`config.mk`:
```
export PLATFORM = sky130hd
export DESIGN_NAME = pd_joint_torque_limiter_core_flat
export DESIGN_NICKNAME = d
export VERILOG_FILES = /design/src/pdjtl_pkg.sv /design/src/pdjtl_stream_if.sv /design/src/pd_joint_torque_limiter_core.sv /design/src/flat_wrapper.sv
export SDC_FILE = /design/constraint.sdc
export NUM_CORES = 1
export LEC_CHECK = 0
export BUFFER_PORTS_ARGS = -buffer_cell sky130_fd_sc_hd__buf_2
export CAP_MARGIN = 20
export CORE_MARGIN = 4
export CORE_UTILIZATION = 30
export CTS_CLUSTER_SIZE = 24
export DETAILED_ROUTE_END_ITERATION = 6
export GPL_ROUTABILITY_DRIVEN = 0
export PLACE_DENSITY = 0.51
export RECOVER_POWER = 25
export SETUP_SLACK_MARGIN = 0.3
export SYNTH_ARGS = -nofsm -noshare
export SYNTH_HDL_FRONTEND = slang
export SYNTH_SLANG_ARGS = --single-unit
```
`constraint.sdc`:
```
create_clock -name clock -period 1.05 [get_ports clock]
set_input_delay 0 -clock clock [delete_from_list [all_inputs] [get_ports clock]]
set_output_delay 0 -clock clock [all_outputs]
set_load 0.02 [all_outputs]
```
`src/pdjtl_pkg.sv`:
```
// types and constants of the pd joint torque limiter
package pdjtl_pkg;

   localparam int unsigned LimitWidth  = 19;
   localparam int unsigned TorqueWidth = 20;
   localparam int unsigned CsrAddrWidth = 5;
   localparam int unsigned CsrDataWidth = 32;

   // joint selector codes
   localparam logic [1:0] JOINT_ABAD = 2'd0;
   localparam logic [1:0] JOINT_HIP  = 2'd1;
   localparam logic [1:0] JOINT_KNEE = 2'd2;
   localparam logic [1:0] JOINT_NONE = 2'd3;

   // drive mode bit positions
   localparam int unsigned MODE_ENABLE_BIT = 0;
   localparam int unsigned MODE_WEAK_BIT   = 1;

   // torque saturation bounds, Q11.8
   localparam logic signed [TorqueWidth-1:0] TORQUE_MAX = 20'sh7FFFF;
   localparam logic signed [TorqueWidth-1:0] TORQUE_MIN = 20'sh80000;

   // limit register reset values, Q11.8
   localparam logic [LimitWidth-1:0] ABAD_FULL_RESET = 19'd39424;
   localparam logic [LimitWidth-1:0] HIP_FULL_RESET  = 19'd66560;
   localparam logic [LimitWidth-1:0] KNEE_FULL_RESET = 19'd87040;
   localparam logic [LimitWidth-1:0] ABAD_WEAK_RESET = 19'd7680;
   localparam logic [LimitWidth-1:0] HIP_WEAK_RESET  = 19'd4096;
   localparam logic [LimitWidth-1:0] KNEE_WEAK_RESET = 19'd6656;

   typedef enum logic [2:0] {
      REG_ABAD_FULL = 3'd0,
      REG_HIP_FULL  = 3'd1,
      REG_KNEE_FULL = 3'd2,
      REG_ABAD_WEAK = 3'd3,
      REG_HIP_WEAK  = 3'd4,
      REG_KNEE_WEAK = 3'd5
   } csr_index_type;

   typedef struct packed {
      logic [1:0]         leg_index;
      logic [1:0]         joint_kind;
      logic signed [15:0] target_position;
      logic signed [15:0] measured_position;
      logic signed [15:0] target_velocity;
      logic signed [15:0] measured_velocity;
      logic [15:0]        stiffness_gain;
      logic [15:0]        damping_gain;
      logic signed [19:0] feedforward_torque;
      logic [1:0]         drive_mode;
   } req_word_type;

   typedef struct packed {
      logic [1:0]         leg_tag;
      logic [1:0]         joint_tag;
      logic signed [19:0] limited_torque;
   } rsp_word_type;

endpackage

```
`src/pdjtl_stream_if.sv`:
```
// valid/ready stream channel carrying one word of a given type
interface pdjtl_stream_if #(
   parameter type payload_type = logic
);
   logic        valid;
   logic        ready;
   payload_type payload;

   modport source (output valid, output payload, input ready);
   modport sink   (input valid, input payload, output ready);
endinterface

```
`src/pd_joint_torque_limiter_core.sv`:
```
// pd joint torque limiter: pd law, saturation and per-joint torque clamp
//
// Takes one joint word per cycle on req_chan unless stalled and returns one word per joint
// on rsp_chan: torque = kp*(target-measured position) + kd*(target-measured velocity) +
// feed-forward, rounded half up to Q11.8, saturated to 20 bits, then clamped to +/- a limit
// picked by joint kind and drive mode (zero when disabled or for joint kind three, full
// limit when enabled, weak limit when enabled with the weak bit). Throughput is one word
// per cycle while rsp is not stalled. Two register stages: the input register, then the
// two 17x17 multipliers, the sum, round, saturate and clamp in one pass into the output
// register. An accepted word passes the input register, then the output register, which
// drives rsp valid. The input register loads whenever it is empty or the output register
// loads, so req_ready only drops when both registers hold a word and rsp is stalled.
// The six limit registers sit on the csr port at byte addresses 0,4,...,20 (19 bits each,
// upper data bits ignored); writes at addresses 24 and 28 are dropped; reads are
// combinational and pready is tied high. Limits must only change while the pipe is empty.
module pd_joint_torque_limiter_core (
   input  logic        clock,
   input  logic        reset,
   pdjtl_stream_if.sink   req_chan,
   pdjtl_stream_if.source rsp_chan,
   input  logic        csr_psel,
   input  logic        csr_penable,
   input  logic        csr_pwrite,
   input  logic [pdjtl_pkg::CsrAddrWidth-1:0] csr_paddr,
   input  logic [pdjtl_pkg::CsrDataWidth-1:0] csr_pwdata,
   output logic [pdjtl_pkg::CsrDataWidth-1:0] csr_prdata,
   output logic        csr_pready
);

   localparam int unsigned LW = pdjtl_pkg::LimitWidth;
   localparam int unsigned TW = pdjtl_pkg::TorqueWidth;

   // ---------------------------------------------------------------- limit registers
   logic [LW-1:0] abad_full_ff, hip_full_ff, knee_full_ff;
   logic [LW-1:0] abad_weak_ff, hip_weak_ff, knee_weak_ff;
   logic          csr_write;
   logic [LW-1:0] csr_read_value;
   pdjtl_pkg::csr_index_type csr_index;

   assign csr_pready = 1'b1;
   assign csr_write  = csr_psel && csr_penable && csr_pwrite && csr_pready;
   // word address; the two byte bits are not decoded
   assign csr_index  = pdjtl_pkg::csr_index_type'(csr_paddr[4:2]);

   always_ff @(posedge clock) begin
      if (reset) begin
         abad_full_ff <= pdjtl_pkg::ABAD_FULL_RESET;
         hip_full_ff  <= pdjtl_pkg::HIP_FULL_RESET;
         knee_full_ff <= pdjtl_pkg::KNEE_FULL_RESET;
         abad_weak_ff <= pdjtl_pkg::ABAD_WEAK_RESET;
         hip_weak_ff  <= pdjtl_pkg::HIP_WEAK_RESET;
         knee_weak_ff <= pdjtl_pkg::KNEE_WEAK_RESET;
      end else if (csr_write) begin
         case (csr_index)
            pdjtl_pkg::REG_ABAD_FULL: abad_full_ff <= csr_pwdata[LW-1:0];
            pdjtl_pkg::REG_HIP_FULL:  hip_full_ff  <= csr_pwdata[LW-1:0];
            pdjtl_pkg::REG_KNEE_FULL: knee_full_ff <= csr_pwdata[LW-1:0];
            pdjtl_pkg::REG_ABAD_WEAK: abad_weak_ff <= csr_pwdata[LW-1:0];
            pdjtl_pkg::REG_HIP_WEAK:  hip_weak_ff  <= csr_pwdata[LW-1:0];
            pdjtl_pkg::REG_KNEE_WEAK: knee_weak_ff <= csr_pwdata[LW-1:0];
            default: ; // unmapped words are dropped
         endcase
      end
   end

   always_comb begin
      case (csr_index)
         pdjtl_pkg::REG_ABAD_FULL: csr_read_value = abad_full_ff;
         pdjtl_pkg::REG_HIP_FULL:  csr_read_value = hip_full_ff;
         pdjtl_pkg::REG_KNEE_FULL: csr_read_value = knee_full_ff;
         pdjtl_pkg::REG_ABAD_WEAK: csr_read_value = abad_weak_ff;
         pdjtl_pkg::REG_HIP_WEAK:  csr_read_value = hip_weak_ff;
         pdjtl_pkg::REG_KNEE_WEAK: csr_read_value = knee_weak_ff;
         default:                  csr_read_value = '0;
      endcase
   end

   assign csr_prdata = {{(pdjtl_pkg::CsrDataWidth-LW){1'b0}}, csr_read_value};

   // ---------------------------------------------------------------- pipe control
   // each register loads when it is empty or its word moves on
   logic s0_valid_ff, s1_valid_ff;
   logic s0_valid_in, s1_valid_in;
   logic s0_take, s1_take;

   assign s1_take = !s1_valid_ff || rsp_chan.ready;
   assign s0_take = !s0_valid_ff || s1_take;

   assign req_chan.ready = s0_take;

   assign s0_valid_in = s0_take ? req_chan.valid : s0_valid_ff;
   assign s1_valid_in = s1_take ? s0_valid_ff    : s1_valid_ff;

   always_ff @(posedge clock) begin
      if (reset) begin
         s0_valid_ff <= 1'b0;
         s1_valid_ff <= 1'b0;
      end else begin
         s0_valid_ff <= s0_valid_in;
         s1_valid_ff <= s1_valid_in;
      end
   end

   // ---------------------------------------------------------------- input register
   pdjtl_pkg::req_word_type s0_word_ff;

   always_ff @(posedge clock) begin
      if (s0_take) begin
         s0_word_ff <= req_chan.payload;
      end
   end

   // ---------------------------------------------------------------- products
   logic signed [16:0] pos_err, vel_err;
   logic signed [33:0] pos_prod, vel_prod;
   logic [LW-1:0] limit_pick;

   // 17-bit errors cannot overflow
   assign pos_err = {s0_word_ff.target_position[15], s0_word_ff.target_position}
                  - {s0_word_ff.measured_position[15], s0_word_ff.measured_position};
   assign vel_err = {s0_word_ff.target_velocity[15], s0_word_ff.target_velocity}
                  - {s0_word_ff.measured_velocity[15], s0_word_ff.measured_velocity};

   // unsigned gains get a zero sign bit so the products stay signed
   assign pos_prod = $signed({1'b0, s0_word_ff.stiffness_gain}) * pos_err;
   assign vel_prod = $signed({1'b0, s0_word_ff.damping_gain}) * vel_err;

   // limit pick: zero when disabled or for the unused joint code
   always_comb begin
      limit_pick = '0;
      if (s0_word_ff.drive_mode[pdjtl_pkg::MODE_ENABLE_BIT]) begin
         case (s0_word_ff.joint_kind)
            pdjtl_pkg::JOINT_ABAD: begin
               limit_pick = s0_word_ff.drive_mode[pdjtl_pkg::MODE_WEAK_BIT]
                          ? abad_weak_ff : abad_full_ff;
            end
            pdjtl_pkg::JOINT_HIP: begin
               limit_pick = s0_word_ff.drive_mode[pdjtl_pkg::MODE_WEAK_BIT]
                          ? hip_weak_ff : hip_full_ff;
            end
            pdjtl_pkg::JOINT_KNEE: begin
               limit_pick = s0_word_ff.drive_mode[pdjtl_pkg::MODE_WEAK_BIT]
                          ? knee_weak_ff : knee_full_ff;
            end
            default: limit_pick = '0;
         endcase
      end
   end

   // ---------------------------------------------------------------- sum, round, saturate
   // all terms aligned to 20 fraction bits in a 39-bit sum
   logic signed [38:0] pos_term, vel_term, ff_term, sum_round;
   logic signed [26:0] rounded;
   logic               fits;
   logic signed [TW-1:0] sat_torque;

   assign pos_term = {{5{pos_prod[33]}}, pos_prod};
   assign vel_term = {vel_prod[33], vel_prod, 4'b0000};
   assign ff_term  = {{7{s0_word_ff.feedforward_torque[TW-1]}},
                      s0_word_ff.feedforward_torque, 12'b0};

   // round half up then floor: dropping the low 12 bits is a floor in two's complement
   assign sum_round = pos_term + vel_term + ff_term + 39'sd2048;
   assign rounded   = sum_round[38:12];

   // fits in 20 bits when the bits above bit 19 all match the sign
   assign fits = (rounded[26:TW-1] == '0) || (rounded[26:TW-1] == '1);

   always_comb begin
      if (fits) begin
         sat_torque = rounded[TW-1:0];
      end else if (rounded[26]) begin
         sat_torque = pdjtl_pkg::TORQUE_MIN;
      end else begin
         sat_torque = pdjtl_pkg::TORQUE_MAX;
      end
   end

   // ---------------------------------------------------------------- clamp, output word
   logic signed [TW:0] torque_wide, limit_pos, limit_neg;
   logic signed [TW-1:0] clamp_torque;
   pdjtl_pkg::rsp_word_type s1_word_ff, s1_word_in;

   assign torque_wide = {sat_torque[TW-1], sat_torque};
   assign limit_pos   = {2'b00, limit_pick};
   assign limit_neg   = -limit_pos;

   always_comb begin
      if (torque_wide > limit_pos) begin
         clamp_torque = limit_pos[TW-1:0];
      end else if (torque_wide < limit_neg) begin
         clamp_torque = limit_neg[TW-1:0];
      end else begin
         clamp_torque = sat_torque;
      end
   end

   always_comb begin
      s1_word_in.leg_tag        = s0_word_ff.leg_index;
      s1_word_in.joint_tag      = s0_word_ff.joint_kind;
      s1_word_in.limited_torque = clamp_torque;
   end

   always_ff @(posedge clock) begin
      if (s1_take) begin
         s1_word_ff <= s1_word_in;
      end
   end

   assign rsp_chan.valid   = s1_valid_ff;
   assign rsp_chan.payload = s1_word_ff;

endmodule

```
`src/flat_wrapper.sv`:
```
// flat-port wrapper written by rule: the top's interface ports become plain ports
module pd_joint_torque_limiter_core_flat 
  (clock, reset, csr_psel, csr_penable, csr_pwrite, csr_paddr, csr_pwdata, csr_prdata, csr_pready, req_chan_valid, req_chan_payload, req_chan_ready, rsp_chan_valid, rsp_chan_payload, rsp_chan_ready);
  pdjtl_stream_if req_chan_i ();
  pdjtl_stream_if rsp_chan_i ();
  input  logic clock;
  input  logic reset;
  input  logic csr_psel;
  input  logic csr_penable;
  input  logic csr_pwrite;
  input  logic [pdjtl_pkg::CsrAddrWidth-1:0] csr_paddr;
  input  logic [pdjtl_pkg::CsrDataWidth-1:0] csr_pwdata;
  output logic [pdjtl_pkg::CsrDataWidth-1:0] csr_prdata;
  output logic csr_pready;
  input wire logic [$bits(req_chan_i.valid)-1:0] req_chan_valid;
  input wire logic [$bits(req_chan_i.payload)-1:0] req_chan_payload;
  output wire logic [$bits(req_chan_i.ready)-1:0] req_chan_ready;
  output wire logic [$bits(rsp_chan_i.valid)-1:0] rsp_chan_valid;
  output wire logic [$bits(rsp_chan_i.payload)-1:0] rsp_chan_payload;
  input wire logic [$bits(rsp_chan_i.ready)-1:0] rsp_chan_ready;
  assign req_chan_i.valid = req_chan_valid;
  assign req_chan_i.payload = req_chan_payload;
  assign req_chan_ready = req_chan_i.ready;
  assign rsp_chan_valid = rsp_chan_i.valid;
  assign rsp_chan_payload = rsp_chan_i.payload;
  assign rsp_chan_i.ready = rsp_chan_ready;
  pd_joint_torque_limiter_core u_core (.clock(clock), .reset(reset), .req_chan(req_chan_i), .rsp_chan(rsp_chan_i), .csr_psel(csr_psel), .csr_penable(csr_penable), .csr_pwrite(csr_pwrite), .csr_paddr(csr_paddr), .csr_pwdata(csr_pwdata), .csr_prdata(csr_prdata), .csr_pready(csr_pready));
endmodule
```
* Yosys cells after proc, flatten, opt, wreduce, memory -nomap -nowiden
Index checks and enable logic that the tools add are counted.
Word-level totals: flip-flop bits (word level) 118, input bits 45, output and inout bits 36, logic and storage cells 35
Operators by class: $add $sub $neg 1, order comparisons 2, equal/unequal tests 5, muxes and demuxes 4, reduce and logical (&&, ||, !) cells 13
Operators with widths (count):
- $pmux 19 s6 | 1
- $lt 1x21->1 const A | 1
- $neg 19->21 | 1
- $gt 1x19->1 const A | 1
- $mux 19 | 1
- $reduce_and 2->1 | 6
- $eq 3x2->1 const B | 2
- $eq 3x3->1 const B | 2
- $eq 3x1->1 const B | 1
- $logic_not 3->1 | 1
- $logic_and 1x1->1 | 2
- $logic_not 1->1 | 2
- $logic_or 1x1->1 | 2
- $mux 1 | 2

* Longest topological paths before layout
Gate-level depths: netlist of the first run.
depth in word-level cells 5, gate-level depth with buffers 6, depth with buffers taken out 3

* Worst setup path after synthesis of the first run
Ideal clock, no wire load.
kind input port to output port, start in csr_paddr[3] (netlist bit), end out csr_prdata[17] (netlist bit), arrival 0.976 ns, required time 1.050 ns, slack 0.074 ns, cell stages on the path 4, buffers on the path 2, cells stage by stage buf_6 -> buf_6 -> mux2_2 -> a221o_1
On the way: longest elaborated chain between the ends 2, elaborated cells on any way between the ends 7, those cells by class 5 x eq/ne; 1 x mux; 1 x reduce/logical
Ends and longest elaborated chain:
- start: declaration | RTL line flat_wrapper.sv:11 | input logic [pdjtl_pkg::CsrAddrWidth-1:0] csr_paddr;
- $eq 3x3->1 (tied with other cells) | RTL line pd_joint_torque_limiter_core.sv:67 | case (csr_index)
- $pmux 19 s6 (*) | RTL line pd_joint_torque_limiter_core.sv:67
- end: declaration | RTL line flat_wrapper.sv:13 | output logic [pdjtl_pkg::CsrDataWidth-1:0] csr_prdata;
Mark *: on every way between the ends. The rest lies on a longest branch, timed or not.

* Worst setup path in the final report of the first run
start reg u_core.hip_full_ff[13], end out csr_prdata[13] (netlist bit)
On the way: longest elaborated chain between the ends 1
Ends and longest elaborated chain:
- start: declaration | RTL line pd_joint_torque_limiter_core.sv:34 | logic [LW-1:0] abad_full_ff, hip_full_ff, knee_full_ff;
- start signal: assignment | RTL line pd_joint_torque_limiter_core.sv:48 | hip_full_ff <= pdjtl_pkg::HIP_FULL_RESET;
- start signal: assignment | RTL line pd_joint_torque_limiter_core.sv:56 | pdjtl_pkg::REG_HIP_FULL: hip_full_ff <= csr_pwdata[LW-1:0];
- $pmux 19 s6 | RTL line pd_joint_torque_limiter_core.sv:67
No other way between the ends.

==> results of run 1 <==
[layout by cell type, fill, tap and decap left out, types with 10 or more instances in the layout]
master	instances
conb_1	15
nand3_4	10
buf_4	39
nand3_2	14
o21ai_0	12
nand2b_1	32
dfxtp_2	18
a21oi_1	41
mux2_2	10
a221o_1	10
a21oi_2	29
nand3_1	38
mux2_4	12
buf_12	20
nor2_1	27
o21ai_1	77
dfxtp_1	97
buf_6	23
buf_2	27
nor2b_1	14
mux2i_1	41
dlygate4sd3_1	20
clkbuf_16	17
[cells by family (layout without fill, tap and decap cells)]
group | after synthesis | in the layout
mux | 65 | 65
compound gates | 210 | 210
flops | 117 | 117
buf+inv | 83 | 177
simple gates | 168 | 168
other cells | 2 | 15
[sequential cells by signal (all words and copies together), names as in the netlist]
register                 count
u_core.rsp_chan.payload      1
u_core.abad_weak_ff         19
u_core.hip_full_ff          19
u_core.s0_valid_ff           1
u_core.knee_weak_ff         19
u_core.abad_full_ff         19
u_core.knee_full_ff         19
u_core.hip_weak_ff          19
u_core.rsp_chan.valid        1
[how the worst min path moves through the flow]
stage                                          to  slack (ps)  cells past startpoint
after floorplan                u_core.s0_valid_ff         120                      2
after global placement         u_core.s0_valid_ff         210                      3
after detailed placement       u_core.s0_valid_ff         230                      3
after CTS                 u_core.rsp_chan.payload         -30                      4
after global routing       u_core.knee_full_ff[7]         -30                      3
final                      u_core.knee_full_ff[7]         -30                      3
[cell type report]
cell class                 instances  area [um2]  share of cell area (%)
clock buffer                      20         437                    5.31
inverter                           7        26.3                   0.319
multi-input combinational        458        3470                    42.2
sequential                       117        2380                    28.9
tap                              229         287                    3.48
timing repair buffer             138        1420                    17.3
clock inverter                    12         208                    2.52
[worst max-delay path, cell delays in order, from the launching register on]
cell and delay (ps):
dfxtp_2 320, mux2_4 270, a32oi_2 170, o211ai_1 160, buf_4 190
[power groups by stage]
stage | Combinational [mW] | Clock, mW | Sequential, mW
after CTS | 1.31 | 6.48 | 4.51
after floorplan | 0.754 | 0 | 4.60
after global routing | 1.46 | 6.69 | 4.51
after detailed placement | 1.14 | 0 | 4.60
after global placement | 1.13 | 0 | 4.60
final | 1.39 | 6.41 | 4.51
[routing by layer]
| layer | vias to the layer above | share of wire [%] | GRT usage (%) |
|---|---|---|---|
| li1 | 2499 | - | - |
| met1 | 2624 | 46 | 23.2 |
| met2 | 155 | 48 | 29.1 |
| met3 | 35 | 4.4 | 3.93 |
| met4 | 0 | 1.9 | 6.65 |
| met5 | - | 0 | 0 |
[stage by stage]
step / power, mW / instance area (um2) / hold slack, ps / utilization (%)
final: 12.3 / 8230 / -31.8 / 45.2
after global routing: 12.7 / 8230 / -30.5 / 45.2
after CTS: 12.3 / 7940 / -32.4 / 43.6
after detailed placement: 5.74 / 6730 / 232 / 36.9
after global placement: 5.73 / 6730 / 211 / 36.9
after floorplan: 5.36 / 6170 / 117 / -
[cells in the mapped netlist (6+ instances only)]
cell type	n	share of area, %
clkbuf_1	28	1.9
mux2i_1	43	7.6
nor2_1	30	2.0
nand2b_1	35	3.9
o21ai_0	91	8.1
a22oi_1	9	1.2
a21oi_1	70	6.2
inv_1	6	0.40
nor2b_1	20	2.2
nand3_1	62	5.5
buf_2	19	1.7
dfxtp_1	116	41
buf_4	20	2.7
mux2_2	22	4.4
a221oi_1	8	1.2
a221o_1	10	1.8
[what timing repair did]
action                                 CTS  global route
gates cloned                             3             0
setup endpoints to repair              134           124
endpoints found under the hold margin  112            22
gates resized for setup                 71            85
pin swaps                               27            19
hold buffers                            21             5
setup buffers                            4             2
==> metrics.txt, run 1 <==
TritonCTS Buffers=17; setup TNS=-7500 ps; Max Freq=0.660 GHz; Synth Warn #=0; Post-Synth Simple-Gate Area=16.4%; Synth Area in Adders=0%; endpoints failing setup=20; path type of the worst min-delay path=in2reg; Final Hold Viols=5; first-pass GRT wire length=30.1 mm; CTS clock-pin slew for the worst setup and hold paths=50 ps; core area=18,200 um2; Net count, final=784; ys flop type=dfxtp_1; RR Startpoint=u_core.rsp_chan.valid; Slew Viols, Final=0; Final WS setup=-466 ps; die height=145 um; Data required, critical path=1050 ps; initial antenna violation count=0; Synth cell types=40; Detailed Routing Iterations Pass 1=5; Mapped Cells=645; Mapped Area=5640 um2; part of the Yosys area used for sequential elements=41.7%; die area=21,100 um2; Remaining Overflow, GRT=0; combinational fraction of design power=11.3%; sw frac=23.1%; total wire length=19.0 mm; Sink Count=117; GRT Total Usage=17.8%; XOR/XNOR share of the synthesized area=0%; Min Clock Period, post-route=1520 ps; FFs w/ async S/R, synth=0%; Least-Margin Pin Slew=857 ps; Reg power frac=36.6%; synthesis-stage register bit count=117; CP max FO=2; # H-tree levels=4; die width=145 um; status=finished with violations; HPWL after DPL=11.8 mm; fraction of layout instances using a drive strength above 1=37.2%; pwr dens=1500 nW/um2; failing checks=negative hold slack, negative setup slack; clock power share=52.1%; Port Buffers=50; worst slack at placement=-378 ps; number of remaining DRC errors=0; Max Cap Viol=0; P_leak=3.16 nW; Worst-Skew Late Latency=410 ps; CP endpoint kind=primary output; relative slew slack=42.8%; RSZ-0062 raised after global routing=true; largest family of logic cells by synthesized area=compound AO/OA/AOI/OAI gates; CTS tree=done; crit share post-route=144%; Internal=9.46 mW; CP Capture Point=csr_prdata[13]; Longest Clk Path Bufs=2; non-filler cells, final=981; root buf cell=clkbuf_16; WL per Instance=19.4 um; R2R Setup Slk=130 ps; R2R cell count=3; antenna violation net count after detailed routing=0; routed vias/inst=5.42; R2R Path End=u_core.rsp_chan.payload; CP Launch Point=u_core.hip_full_ff[13]; I/O pins=81; Fillers=1,721; DP Cell Count=919; P_sw=2.85 mW; Layout Area Growth over Synthesis=45.9%; CP arrival=1520 ps; drt initial violations=384; Avg Cell Area, Syn=8.74 um2; DR vias=5,313; Synth Area in Compound Gates=21.8%; Starting Density=31.0%; Crit Path Class=reg2out; Critical Path Source Type=flip-flop; ant diodes=0; final setup skew=0.0913 ps; Post-synth EDFFs=1; mux cell area share after synthesis=12.0%; vias in the first global route=5,545; largest net degree at the start of global routing=69; worst hold slack=-31.8 ps; peak supply drop=1.02 mV; Site Rows=49; min-delay src=csr_pwdata[7]
Power figures use the tool's default switching activity.
==> inputs of run 2 (changes only) <==
Settings changed: REMOVE_ABC_BUFFERS from default to 1.
==> metrics.txt, run 2 (same netlist as run 1, synthesis figures left out) <==
status=finished with violations; failing checks=negative hold slack, negative setup slack; Data required, critical path=1050 ps; Least-Margin Pin Slew=625 ps; worst slack at placement=-427 ps; clock power share=50.9%; Worst-Skew Late Latency=420 ps; pwr dens=1470 nW/um2; RSZ-0062 raised after global routing=true; worst hold slack=-41.4 ps; initial antenna violation count=0; drt initial violations=435; path type of the worst min-delay path=in2reg; Max Freq=0.665 GHz; GRT Total Usage=17.7%; Remaining Overflow, GRT=0; peak supply drop=1.30 mV; Slew Viols, Final=0; core area=18,200 um2; P_sw=2.89 mW; Detailed Routing Iterations Pass 1=7; Min Clock Period, post-route=1500 ps; I/O pins=81; CTS tree=done; routed vias/inst=5.39; vias in the first global route=5,385; most frequent cells in the layout=99 x dfxtp_1, 68 x o21ai_0, 51 x buf_4; CP endpoint kind=primary output; endpoints failing setup=41; R2R cell count=4; Sink Count=117; Net count, final=804; non-filler cells, final=1,000; first-pass GRT wire length=29.8 mm; crit share post-route=143%; TritonCTS Buffers=17; P_leak=3.20 nW; DR vias=5,387; CP arrival=1500 ps; total wire length=19.4 mm; CTS clock-pin slew for the worst setup and hold paths=50 ps; die area=21,100 um2; number of remaining DRC errors=0; HPWL after DPL=11.9 mm; Final Hold Viols=3; Site Rows=49; die height=145 um; largest net degree at the start of global routing=49; root buf cell=clkbuf_16; relative slew slack=58.2%; Starting Density=31.0%; ant diodes=0; CP max FO=2; WL per Instance=19.4 um; Crit Path Class=reg2out; final setup skew=0.0974 ps; Port Buffers=50; die width=145 um; Critical Path Source Type=flip-flop; Internal=9.15 mW; fraction of layout instances using a drive strength above 1=38.0%; DP Cell Count=930; Max Cap Viol=0; antenna violation net count after detailed routing=0; Final WS setup=-455 ps; Hold Crit Depth=3; Longest Clk Path Bufs=2; combinational fraction of design power=11.6%; Layout Area Growth over Synthesis=45.1%; # H-tree levels=4; most common cell after layout, fill and taps aside=dfxtp_1; sw frac=24.0%; Reg power frac=37.5%
-- run 2: cell types whose count changed in the layout (fill, tap and decap cells not counted), sizes merged --
| cell | delta |
|---|---|
| dlymetal6s4s | +1 |
| clkbuf | +3 |
| bufinv | -2 |
| buf | +18 |
| bufbuf | -1 |
-- run 2: worst paths after layout --
path	start	endpoint	slack, ps
min reg2reg	u_core.abad_weak_ff[18]	u_core.abad_weak_ff[18]	480
max reg2reg	u_core.rsp_chan.valid	u_core.rsp_chan.payload	60
min	csr_pwdata[5]	u_core.knee_full_ff[5]	-40
max	u_core.abad_full_ff[5]	csr_prdata[5]	-450
-- run 2: critical path, stage by stage, from the launching register on --
cell,delay (ps)
dfxtp_2,320
mux2i_2,190
o32ai_2,120
a221o_1,310
buf_6,140
-- run 2: per-stage QoR --
stage | power [mW] | hold WS, ps | TNS, ps | cell area, um2 | utilization [%]
finish | 12.0 | -41.4 | -8400 | 8190 | 45.0
floorplan | 5.01 | 69.1 | -32360 | 5270 | -
global placement | 5.66 | 212 | -32640 | 6510 | 35.8
detailed placement | 5.67 | 226 | -34400 | 6510 | 35.8
CTS | 12.0 | -25.2 | -7910 | 7700 | 42.3
global route | 12.4 | -36.2 | -12960 | 8190 | 45.0
-- run 2: timing repair --
| item | in CTS | in global routing |
|---|---|---|
| hold endpoints to repair | 113 | 20 |
| endpoints found under the setup margin | 132 | 101 |
| gates cloned | 3 | 0 |
| pin swaps | 10 | 27 |
| resized for setup | 72 | 145 |
| buffers inserted | 4 | 10 |
| hold buffers | 22 | 5 |
-- run 2: cell type report --
type	instances	area, um2
clock buffers	21	460
clock inverters	10	154
fillers	1714	10000
inverters	7	26.3
multi-input cells	458	3340
flip-flops and latches	117	2370
well taps	229	287
repair buffers	158	1550
-- run 2: power groups by stage --
stage                     clock [mW]  combinational [mW]  sequential [mW]
after floorplan                    0               0.405             4.60
after global placement             0                1.06             4.60
after detailed placement           0                1.07             4.60
after CTS                       6.20                1.26             4.51
after global routing            6.39                1.48             4.51
final                           6.13                1.39             4.51
-- run 2: per-layer routing --
layer | GRT usage (%) | wire [um] | part of all wire [%]
met1 | 22.3 | 8340 | 43
met2 | 29.9 | 9580 | 49
met3 | 3.99 | 1100 | 5.7
met4 | 6.65 | 360 | 1.9
met5 | 0 | 0 | 0
